## config.mk

```make
export PLATFORM = sky130hd
export DESIGN_NAME = pgcf_lane
export DESIGN_NICKNAME = d
export VERILOG_FILES = /design/src/rtl/pgcf_lane.sv
export SDC_FILE = /design/constraint.sdc
export NUM_CORES = 1
export LEC_CHECK = 0
export ABC_AREA = 1
export CORE_MARGIN = 2
export CORE_UTILIZATION = 50
export DETAILED_ROUTE_END_ITERATION = 6
export DONT_BUFFER_PORTS = 1
export HOLD_SLACK_MARGIN = 0.06
export MAX_ROUTING_LAYER = met4
export PLACE_DENSITY = 0.68
export SLEW_MARGIN = 20
export SYNTH_ARGS = -nofsm -noshare
export SYNTH_HDL_FRONTEND = slang
export SYNTH_SLANG_ARGS = --single-unit
```

## constraint.sdc

```tcl
create_clock -name clk -period 2.1 [get_ports clk]
set_clock_uncertainty 0.1 [all_clocks]
set_input_delay 0.21 -clock clk [delete_from_list [all_inputs] [get_ports clk]]
set_output_delay 0.21 -clock clk [all_outputs]
set_load 0.01 [all_outputs]
```

## src/rtl/pgcf_lane.sv

```systemverilog
// One axis: pipelined restoring floor divider, one quotient bit per stage.
`timescale 1ns / 1ps
`default_nettype none
module pgcf_lane #(
  parameter int IB = 17,
  parameter int GB = 11
) (
  input  wire logic                 clk,
  input  wire logic                 move,
  input  wire logic signed [IB-1:0] index,
  input  wire logic [GB-1:0]        size,
  output logic [IB-2:0]             quo,
  output logic                      neg,
  output logic [GB-1:0]             fold
);

  localparam int QB = IB - 1;

  logic [GB-1:0] rem_q [QB];
  logic [QB-1:0] num_q [QB];
  logic [QB-1:0] quo_q [QB];
  logic          neg_q [QB];

  genvar k;
  generate
    for (k = 0; k < QB; k++) begin : g_stage
      logic [GB-1:0] rem_in;
      logic [QB-1:0] num_in;
      logic [QB-1:0] quo_in;
      logic          neg_in;
      logic [GB:0]   trial;
      logic          ge;
      logic [GB:0]   diff;

      if (k == 0) begin : g_first
        // A negative index x divides as ~x = -x-1 and is corrected at the end.
        assign neg_in = index[IB-1];
        assign num_in = index[IB-1] ? ~index[QB-1:0] : index[QB-1:0];
        assign rem_in = '0;
        assign quo_in = '0;
      end else begin : g_next
        assign neg_in = neg_q[k-1];
        assign num_in = num_q[k-1];
        assign rem_in = rem_q[k-1];
        assign quo_in = quo_q[k-1];
      end

      assign trial = {rem_in, num_in[QB-1]};
      assign ge    = trial >= {1'b0, size};
      assign diff  = trial - {1'b0, size};

      always_ff @(posedge clk) begin
        if (move) begin
          rem_q[k] <= ge ? diff[GB-1:0] : trial[GB-1:0];
          num_q[k] <= {num_in[QB-2:0], 1'b0};
          quo_q[k] <= {quo_in[QB-2:0], ge};
          neg_q[k] <= neg_in;
        end
      end
    end
  endgenerate

  assign quo  = quo_q[QB-1];
  assign neg  = neg_q[QB-1];
  assign fold = neg_q[QB-1] ? (size - GB'(1) - rem_q[QB-1]) : rem_q[QB-1];

endmodule
`default_nettype wire

```

==> results.toml <==
[outcome]
status = "finished with violations"
failed_checks = "hold timing, setup timing"

[setup_path]
cp-endpoint = "fold[6]"
r2r-start = "rem_q[7][8]"
cp_slowest_stage_delay_ns = 0.40
cp_slowest_cell = "edfxtp_1"
worstSetupStartpointType = "flip-flop"
crit_chain = "inv_2, ha_4, fa_2, nand3_2, nand3_2, nand2_1, nand2_2, a21oi_2, o21ai_1, nand2_1"
r2r_cells = 8
r2r_slack_ns = 0.03
required_ns = 1.79
rr_endpoint = "rem_q[7][20]"
crit_fanout = 3
cp_data_arrival_time_ns = 2.31
path_class = "reg2out"
end_kind = "output port"
cp-startpoint = "rem_q[7][11]"

[detailed_routing]
antenna_left = 0
firstDrtPassIters = 6
routedWlPerCell_um = 16.8
via_per_inst = 5.19
first_iter_violations = 1365
postRouteWirelength_um = 69800
vias = 21500
drc = 0

[timing]
fin_crit_sh_pct = 125
drv_slew = 0
maxSlewHeadroom_pct = 34.9
min_period_ns = 2.62
finalWorstSetupSlack_ns = -0.518
setup-tns-final_ns = -3.29
hold_viol = 123
max_freq_mhz = 382
hold_ws_ns = -0.359
finalSetupViolations = 11
rsz0062_at_grt = "true"
worst_pin_slew_ns = 0.976

[finish]
antenna-diode-count = 0
drive_above_1_share_pct = 26.4
area_growth_pct = 23.4
nets = 3582

[clock_network]
cts_buffers = 50
cts_root_buffer = "clkbuf_16"
cts-hold-fix-buffers = 41
clkSlewWorstSetupHoldPaths_ns = 0.06
tritoncts = "done"
htree_levels = 2
clockBufferDepth = 3
clk_latency_ns = 0.60
cts.sinks = 448

[grt]
grt_max_degree = 449
grt_pass1_vias = 20800
track_usage_pct = 24.6
overflow = 0
grt_pass1_wl_um = 108000
grt_antenna_before_repair = 1

[power_and_ir_drop]
power_mw = 46.3
leakage_nw = 15.6
powerDensity_mw_per_mm2 = 1340
irDropWorstVdd_v = 0.000643

[yosys]
synthFlopType = "edfxtp_1"
syn_area_per_cell_um2 = 9.46
synth_cell_types = 33
synthTopCellsByCount = "881 x nand2_1, 448 x edfxtp_1, 418 x inv_1"
synth_area_leaders = "edfxtp_1 48%, nand2_1 12%, ha_1 7.9%"
syn_nets = 3194
synth_area_mm2 = 0.0281
ys_seq_area_share_pct = 47.9
synth_edf_count = 448
syn_inst = 2971
synth_top_cell_by_area = "edfxtp_1"
yosys_register_bits = 448
synth_top_cell_area_share_pct = 47.9
synth.most_common_cell = "nand2_1"
ys_warn_count = 0
async_flop_share_pct = 0

[placed_design]
place.gp.congestion = 0.941
dp_hpwl_um = 49200
port_buffers = 0

[floorplan]
start_util_pct = 50.8
ioPinCount = 58
fp.dieH_um = 241
die_x_um = 241
design.core.area_mm2 = 0.0553
fp-row-count = 86
die_area_mm2 = 0.0581

[hold_path]
min_path_type = "in2reg"

[flow_run]
maxCapViolations = 0
## logic make-up (layout without fill, tap and decap cells)
family,after synthesis,after routing,share of synthesized area [%]
flip-flops,448,448,47.9
buffers and inverters,480,905,7.31
adder cells (fa/ha/maj),193,193,9.02
XOR/XNOR,62,62,1.93
AND/OR/NAND/NOR,1639,1642,30.7
AO/OA/AOI/OAI,149,149,3.16
## layer usage
layer	part of all wire [%]	global-route usage, %
met1	45	31.7
met2	46	39.5
met3	4.6	3.52
met4	4.0	9.20
met5	0	-
## sequential cells by signal (all words and copies together) (netlist names)
name and flops:
rem_q 176, num_q 120, quo_q 136, neg_q 16
## where the power goes
group / internal [mW] / switching, mW / total, mW
clock network: 5.45 / 3.60 / 9.05
registers: 12.7 / 1.31 / 14.0
logic: 10.2 / 13.0 / 23.2
total: 28.4 / 18.0 / 46.3
## layout make-up
class	instances	area (um^2)
fillers	4508	20600
multi-input cells	2046	13500
flip-flops and latches	448	13500
repair buffers	367	3370
inverters	446	1680
clock buffers	58	1300
well taps	748	936
clock inverters	34	402
## metrics by stage
stage	cell area [um^2]	std cells	setup slack, ns	utilization (%)	hold slack [ns]
finish	34700	4147	-0.518	62.7	-0.359
global route	34700	4147	-0.541	62.7	-0.383
CTS	33600	4116	-0.510	60.8	-0.357
detailed placement	31200	3973	-0.182	56.4	0.234
global placement	31200	3973	-0.195	56.4	0.232
floorplan	28100	2971	0.0822	-	0.209
## how the worst min path moves through the flow
| stage | startpoint | end | slack (ns) | depth (start not counted) |
|---|---|---|---|---|
| CTS | move | num_q[0][10] | -0.36 | 0 |
| global placement | index[16] | neg_q[0][0] | 0.23 | 0 |
| floorplan | index[16] | neg_q[0][0] | 0.21 | 0 |
| finish | move | num_q[0][10] | -0.36 | 0 |
| detailed placement | index[16] | neg_q[0][0] | 0.23 | 0 |
| global route | move | num_q[0][10] | -0.38 | 0 |
## timing repair
item / 4_1_cts / 5_1_grt
cloned: 1 / 6
resized for setup: 49 / 152
setup endpoints to repair: 44 / 145
pin swaps: 12 / 33
endpoints found under the hold margin: 501 / 438
setup buffers: 9 / 26
## critical path: cells and delay by family (launching register included)
kind / cells / cell delay [ns]
simple gates: 5 / 0.48
compound gates: 2 / 0.24
fa+ha+maj: 2 / 0.53
flops: 1 / 0.40
buf+inv: 1 / 0.07
## layout by cell type, fill, tap and decap left out, drive strengths merged, types with 4 or more instances in the layout
cell type,synthesis,final
a21oi,65,65
and2,15,15
buf,22,325
bufinv,0,8
clkbuf,12,62
clkinv,0,16
clkinvlp,0,7
dlygate4sd3,0,38
edfxtp,448,448
fa,16,16
ha,177,177
inv,446,449
nand2,962,962
nand3,237,237
nand3b,62,62
nand4,156,159
nor2,188,188
o21ai,80,80
o22ai,4,4
or2,15,15
xnor2,16,16
xor2,46,46
Power figures use the tool's default switching activity.
