### config.mk
export PLATFORM = sky130hd
export DESIGN_NAME = pgcf_merge
export DESIGN_NICKNAME = d
export VERILOG_FILES = /design/src/rtl/pgcf_pkg.sv /design/src/rtl/pgcf_merge.sv
export SDC_FILE = /design/constraint.sdc
export NUM_CORES = 2
export LEC_CHECK = 0
export BUFFER_PORTS_ARGS = -buffer_cell sky130_fd_sc_hd__buf_2
export CORE_MARGIN = 8
export CORE_UTILIZATION = 45
export DETAILED_ROUTE_END_ITERATION = 6
export SLEW_MARGIN = 10
export SYNTH_ARGS = -nofsm -noshare
export SYNTH_HDL_FRONTEND = slang
export SYNTH_SLANG_ARGS = --single-unit
### constraint.sdc
create_clock -name clk -period 18.59 [get_ports clk]
set_clock_uncertainty 0.1 [all_clocks]
set_input_delay 3.718 -clock clk [delete_from_list [all_inputs] [get_ports clk]]
set_output_delay 3.718 -clock clk [all_outputs]
set_load 0.02 [all_outputs]
### src/rtl/pgcf_pkg.sv
// Shared types and constants for the periodic grid cell fold block.
`timescale 1ns / 1ps
`default_nettype none
package pgcf_pkg;

  localparam int FOLD_W  = 10;
  localparam int CELL_W  = 10;
  localparam int SIZE_W  = 11;
  localparam int RAD_W   = 2;
  localparam int CFG_IDX_W = 2;

  localparam logic [CFG_IDX_W-1:0] REG_GRID_A = 2'd0;
  localparam logic [CFG_IDX_W-1:0] REG_GRID_B = 2'd1;
  localparam logic [CFG_IDX_W-1:0] REG_GRID_C = 2'd2;
  localparam logic [CFG_IDX_W-1:0] REG_RADIUS = 2'd3;

  localparam logic OP_RESOLVE = 1'b0;
  localparam logic OP_WRITE   = 1'b1;

  // Control that travels beside the divider lanes.
  typedef struct packed {
    logic valid;
    logic wr;
    logic wr_ok;
  } ctl_t;

endpackage
`default_nettype wire

### src/rtl/pgcf_merge.sv
// Merge stage: range check, cell table access and the output register.
`timescale 1ns / 1ps
`default_nettype none
module pgcf_merge #(
  parameter int QB = 16,
  parameter int GB = 11,
  parameter int OW = 3,
  parameter int AW = 9,
  parameter int R  = 3
) (
  input  wire logic                        clk,
  input  wire logic                        rst,
  input  wire logic                        move,
  input  wire pgcf_pkg::ctl_t              ctl,
  input  wire logic [AW-1:0]               waddr,
  input  wire logic [pgcf_pkg::CELL_W-1:0] wdata,
  input  wire logic [QB-1:0]               rad,
  input  wire logic [QB-1:0]               quo_a,
  input  wire logic [QB-1:0]               quo_b,
  input  wire logic [QB-1:0]               quo_c,
  input  wire logic                        neg_a,
  input  wire logic                        neg_b,
  input  wire logic                        neg_c,
  input  wire logic [GB-1:0]               rem_a,
  input  wire logic [GB-1:0]               rem_b,
  input  wire logic [GB-1:0]               rem_c,
  output logic                             out_valid,
  output logic                             outside,
  output logic [pgcf_pkg::CELL_W-1:0]      cell_number,
  output logic [GB-1:0]                    fold_a,
  output logic [GB-1:0]                    fold_b,
  output logic [GB-1:0]                    fold_c
);

  localparam int S     = 2 * R + 1;
  localparam int DEPTH = S * S * S;
  localparam logic [AW-1:0] SIDE = AW'(S);
  localparam logic [OW-1:0] OFS  = OW'(R);

  logic [pgcf_pkg::CELL_W-1:0] mem [DEPTH];
  logic [pgcf_pkg::CELL_W-1:0] rd;
  logic                        out_a, out_b, out_c, outside_n;
  logic [OW-1:0]               ca, cb, cc;
  logic [AW-1:0]               raddr;

  // A negative quotient -(q+1) has magnitude q+1.
  assign out_a = neg_a ? (quo_a >= rad) : (quo_a > rad);
  assign out_b = neg_b ? (quo_b >= rad) : (quo_b > rad);
  assign out_c = neg_c ? (quo_c >= rad) : (quo_c > rad);
  assign outside_n = out_a | out_b | out_c;

  assign ca = neg_a ? (OFS - OW'(1) - quo_a[OW-1:0]) : (OFS + quo_a[OW-1:0]);
  assign cb = neg_b ? (OFS - OW'(1) - quo_b[OW-1:0]) : (OFS + quo_b[OW-1:0]);
  assign cc = neg_c ? (OFS - OW'(1) - quo_c[OW-1:0]) : (OFS + quo_c[OW-1:0]);
  assign raddr = (AW'(ca) * SIDE + AW'(cb)) * SIDE + AW'(cc);

  always_ff @(posedge clk) begin
    if (move && ctl.valid && ctl.wr && ctl.wr_ok) begin
      mem[waddr] <= wdata;
    end
    if (move) begin
      rd      <= mem[raddr];
      outside <= outside_n;
      fold_a  <= rem_a;
      fold_b  <= rem_b;
      fold_c  <= rem_c;
    end
  end

  always_ff @(posedge clk) begin
    if (rst) begin
      out_valid <= 1'b0;
    end else if (move) begin
      out_valid <= ctl.valid && !ctl.wr;
    end
  end

  assign cell_number = outside ? '0 : rd;

endmodule
`default_nettype wire

==> results.md <==
* Status: complete, no violations
* Max_slew headroom at 0.1324
* Critical Path Sink Type: register
* Final worst path period share at 0.5934
* Primary FF master, synth: edfxtp_1
* Post-CTS Setup Bufs at 0
* Resized cells post-CTS at 0
* Global-route wire length before repair at a little over 500000 um
* FP Rows at approximately 200
* DRC at 0
* Core area at around 300000 um2
* Crit path time final at 11.03 ns
* Worst slew pin tran at between 1 and 1.5 ns
* Nets at approximately 6500
* Sequential Area at approximately 100000 um2
* Crit-path max FO at about 100
* Max-cap violations at 0
* Yosys reg bits at 3475
* Routability cong. at approximately 0.83
* Routed WL at about 360000 um
* Vias in the first global route at 64290
* Critical path class: primary input to register
* Syn_area_per_cell at around 23 um2
* Peak Freq at 90.66 MHz
* CP Launch Type: primary input
* H-tree depth at 5
* Syn Std Cell Area at 136100 um2
* Routed len/inst at 33.61 um
* Iter 0 DRT Violations at a little under 8000
* Clk pin slew, worst setup/hold paths at about 0.060 ns
* Cells after DPL at 9922
* Worst skew pair latency at just over 0.9 ns
* Total iterations of the first detailed-routing run at 5
* Syn_nets at around 6200
* DP Wirelength at ~220000 um
* Via/cell ratio at between 6 and 7
* Fillers at 23580
* Synth unique cells at 68
* Clk buf depth at 4
* CTS buffer count at 353
* Post-synth EDFFs at ~3500
* Non-Filler Instances at approximately 11000
* # clock sinks at 3475
* CTS Root Cell: clkbuf_16
* Die area at between 300000 and 400000 um2
* CP required at roughly 19 ns
* Final Hold Viols at 0
* Area grow syn2layout at 12.28%
* Chip Height at 565.9 um
* Initial antenna violation count at 26
* Synthesized netlist cell count at between 5000 and 6000
* Yosys warning count at 0
* Global Route Usage Sum at 0.2171
* Footprint of the multi-input gates at between 30000 and 40000 um2
* Global route overflow at 0
* Worst Hold Class: register to register
* Sequential area share after synthesis at 0.7667
* # hold bufs at CTS at 0
* RSZ-0062 raised after global routing: false
* Pin count of the biggest net entering global routing at approximately 150
* Port buffer count at 169
* CTS tree: yes
* Routed vias at 64640
* Effective utilization at floorplan at 0.4510
* Final setup TNS at 0 ns
* Routed Antenna Nets at 0
* # IOs at 170
* Layout cell share with drive strength beyond 1 at 0.2843
* Critical Path AT at 11.55 ns
* Final setup violation count at 0
* Final Util at 0.5063
* Final Max Slew Viols at 0
* DIE WIDTH at 565.9 um
* Async SR Flop Fraction at 0
final cells by class:
cell class	instances	share of cell area
clock inverters	229	0.01425
clock buffers	414	0.06001
well taps	3978	0.03257
flip-flops and latches	3475	0.6829
inverters	42	0.001032
repair buffers	280	0.01254
multi-input cells	2149	0.1965
diodes	17	0.0002784
kinds of logic (layout without fill, tap and decap cells):
kind of cell               after synthesis  in the layout  share of synthesized area
muxes                                 1111           1111                     0.1762
buffers and inverters                  375            965                    0.01417
adders and majority gates               92             92                   0.009065
other                                    0             17                          0
AOI/OAI and AO/OA                      201            201                    0.01043
and+or+nand+nor                        727            727                    0.02210
DFF                                   3475           3475                     0.7667
xor gates and xnor gates                18             18                   0.001352
critical path, stage by stage:
cell and delay (ns):
buf_2 0.11, inv_1 0.06, ha_1 0.38, inv_1 0.09, ha_1 0.31, ha_1 0.28, ha_1 0.21, fa_1 0.63
inv_1 0.09, fa_1 0.53, inv_1 0.05, fa_1 0.49, fa_4 0.79, buf_12 0.56, buf_4 0.75, and2_0 0.86
a32oi_1 0.18, a31oi_1 0.27, o21ai_0 0.40, nor3_1 0.42, a311oi_1 0.10
per-stage QoR:
| stage | instance area, um2 | hold slack, ns | worst slack [ns] |
|---|---|---|---|
| finish | 152800 | 0.3774 | 7.560 |
| global route | 152800 | 0.3929 | 7.256 |
| CTS | 152700 | 0.3737 | 7.695 |
| detailed placement | 141400 | 0.3582 | 6.739 |
| global placement | 141400 | 0.3521 | 6.252 |
| floorplan | 136100 | 0.4364 | 9.024 |
synthesized netlist by cell type, types with 3 or more instances:
master | number | area [um2]
inv_1 | 42 | 157.7
mux4_2 | 1026 | 23110
nand2b_1 | 8 | 50.05
a311oi_1 | 7 | 61.31
a221oi_1 | 20 | 175.2
nor3_1 | 12 | 60.06
o22ai_1 | 20 | 125.1
buf_8 | 3 | 45.04
buf_6 | 21 | 236.5
ha_1 | 81 | 1013
a21o_1 | 11 | 82.58
fa_1 | 11 | 220.2
buf_4 | 59 | 442.9
nand4_1 | 22 | 137.6
edfxtp_1 | 3474 | 104300
nor2_1 | 390 | 1464
clkbuf_1 | 154 | 578.1
mux2i_1 | 69 | 690.7
o21a_1 | 15 | 112.6
a22oi_1 | 16 | 120.1
a31oi_1 | 11 | 68.82
nor2b_1 | 22 | 137.6
a211oi_1 | 12 | 90.09
a21oi_1 | 29 | 145.1
nand3_1 | 53 | 265.3
o21ai_0 | 29 | 145.1
xnor2_1 | 12 | 105.1
a221o_1 | 7 | 70.07
buf_2 | 85 | 425.4
xor2_1 | 4 | 35.03
nand2_1 | 200 | 750.7
nor3b_1 | 5 | 37.54
buf_1 | 10 | 37.54
mux2_2 | 16 | 180.2
per-layer routing:
layer	GRT usage	up-vias	share of wire
met5	0	-	0.00025
met4	0.05351	6	0.026
met3	0.04689	462	0.092
met2	0.3344	3112	0.47
met1	0.3190	35060	0.42
li1	-	26000	-
sequential cells by signal, indices dropped and copies added (netlist names):
register and count:
rd 10, fold_c 11, out_valid 1, outside 1, mem 3430, fold_b 11, fold_a 11
placed cells by master, fill, tap and decap left out, types with 6 or more instances in the layout:
| master | count |
|---|---|
| edfxtp_1 | 3474 |
| mux4_2 | 1026 |
| nor2_1 | 388 |
| clkbuf_16 | 358 |
| nand2_1 | 188 |
| buf_2 | 159 |
| buf_4 | 98 |
| clkinv_2 | 87 |
| ha_1 | 79 |
| clkinv_1 | 75 |
| mux2i_1 | 69 |
| clkbuf_1 | 56 |
| nand3_1 | 49 |
| inv_1 | 42 |
| bufinv_16 | 31 |
| o21ai_0 | 29 |
| a21oi_1 | 29 |
| nor2b_1 | 22 |
| nand4_1 | 22 |
| a221oi_1 | 20 |
| o22ai_1 | 20 |
| diode_2 | 17 |
| mux2_2 | 16 |
| a22oi_1 | 16 |
| o21a_1 | 15 |
| a211oi_1 | 12 |
| a21o_1 | 11 |
| nor3_1 | 11 |
| a31oi_1 | 11 |
| buf_8 | 11 |
| xnor2_1 | 10 |
| fa_1 | 10 |
| buf_12 | 10 |
| inv_16 | 9 |
| clkinvlp_4 | 9 |
| nand2b_1 | 8 |
| nand2_2 | 8 |
| a311oi_1 | 7 |
| a221o_1 | 7 |
| inv_6 | 6 |
worst paths after layout:
check                                  from         to  slack (ns)  cells past startpoint
worst max-delay path               quo_a[0]      rd[8]        7.56                     21
worst min register to register    out_valid  out_valid        0.38                      2
worst min-delay path              out_valid  out_valid        0.38                      2
worst max register to register  mem[183][0]      rd[0]       15.12                      6
Power is left out: the tool's default activity adds up to more than one toggle a clock period on the data nets, which glitch-free logic cannot reach.
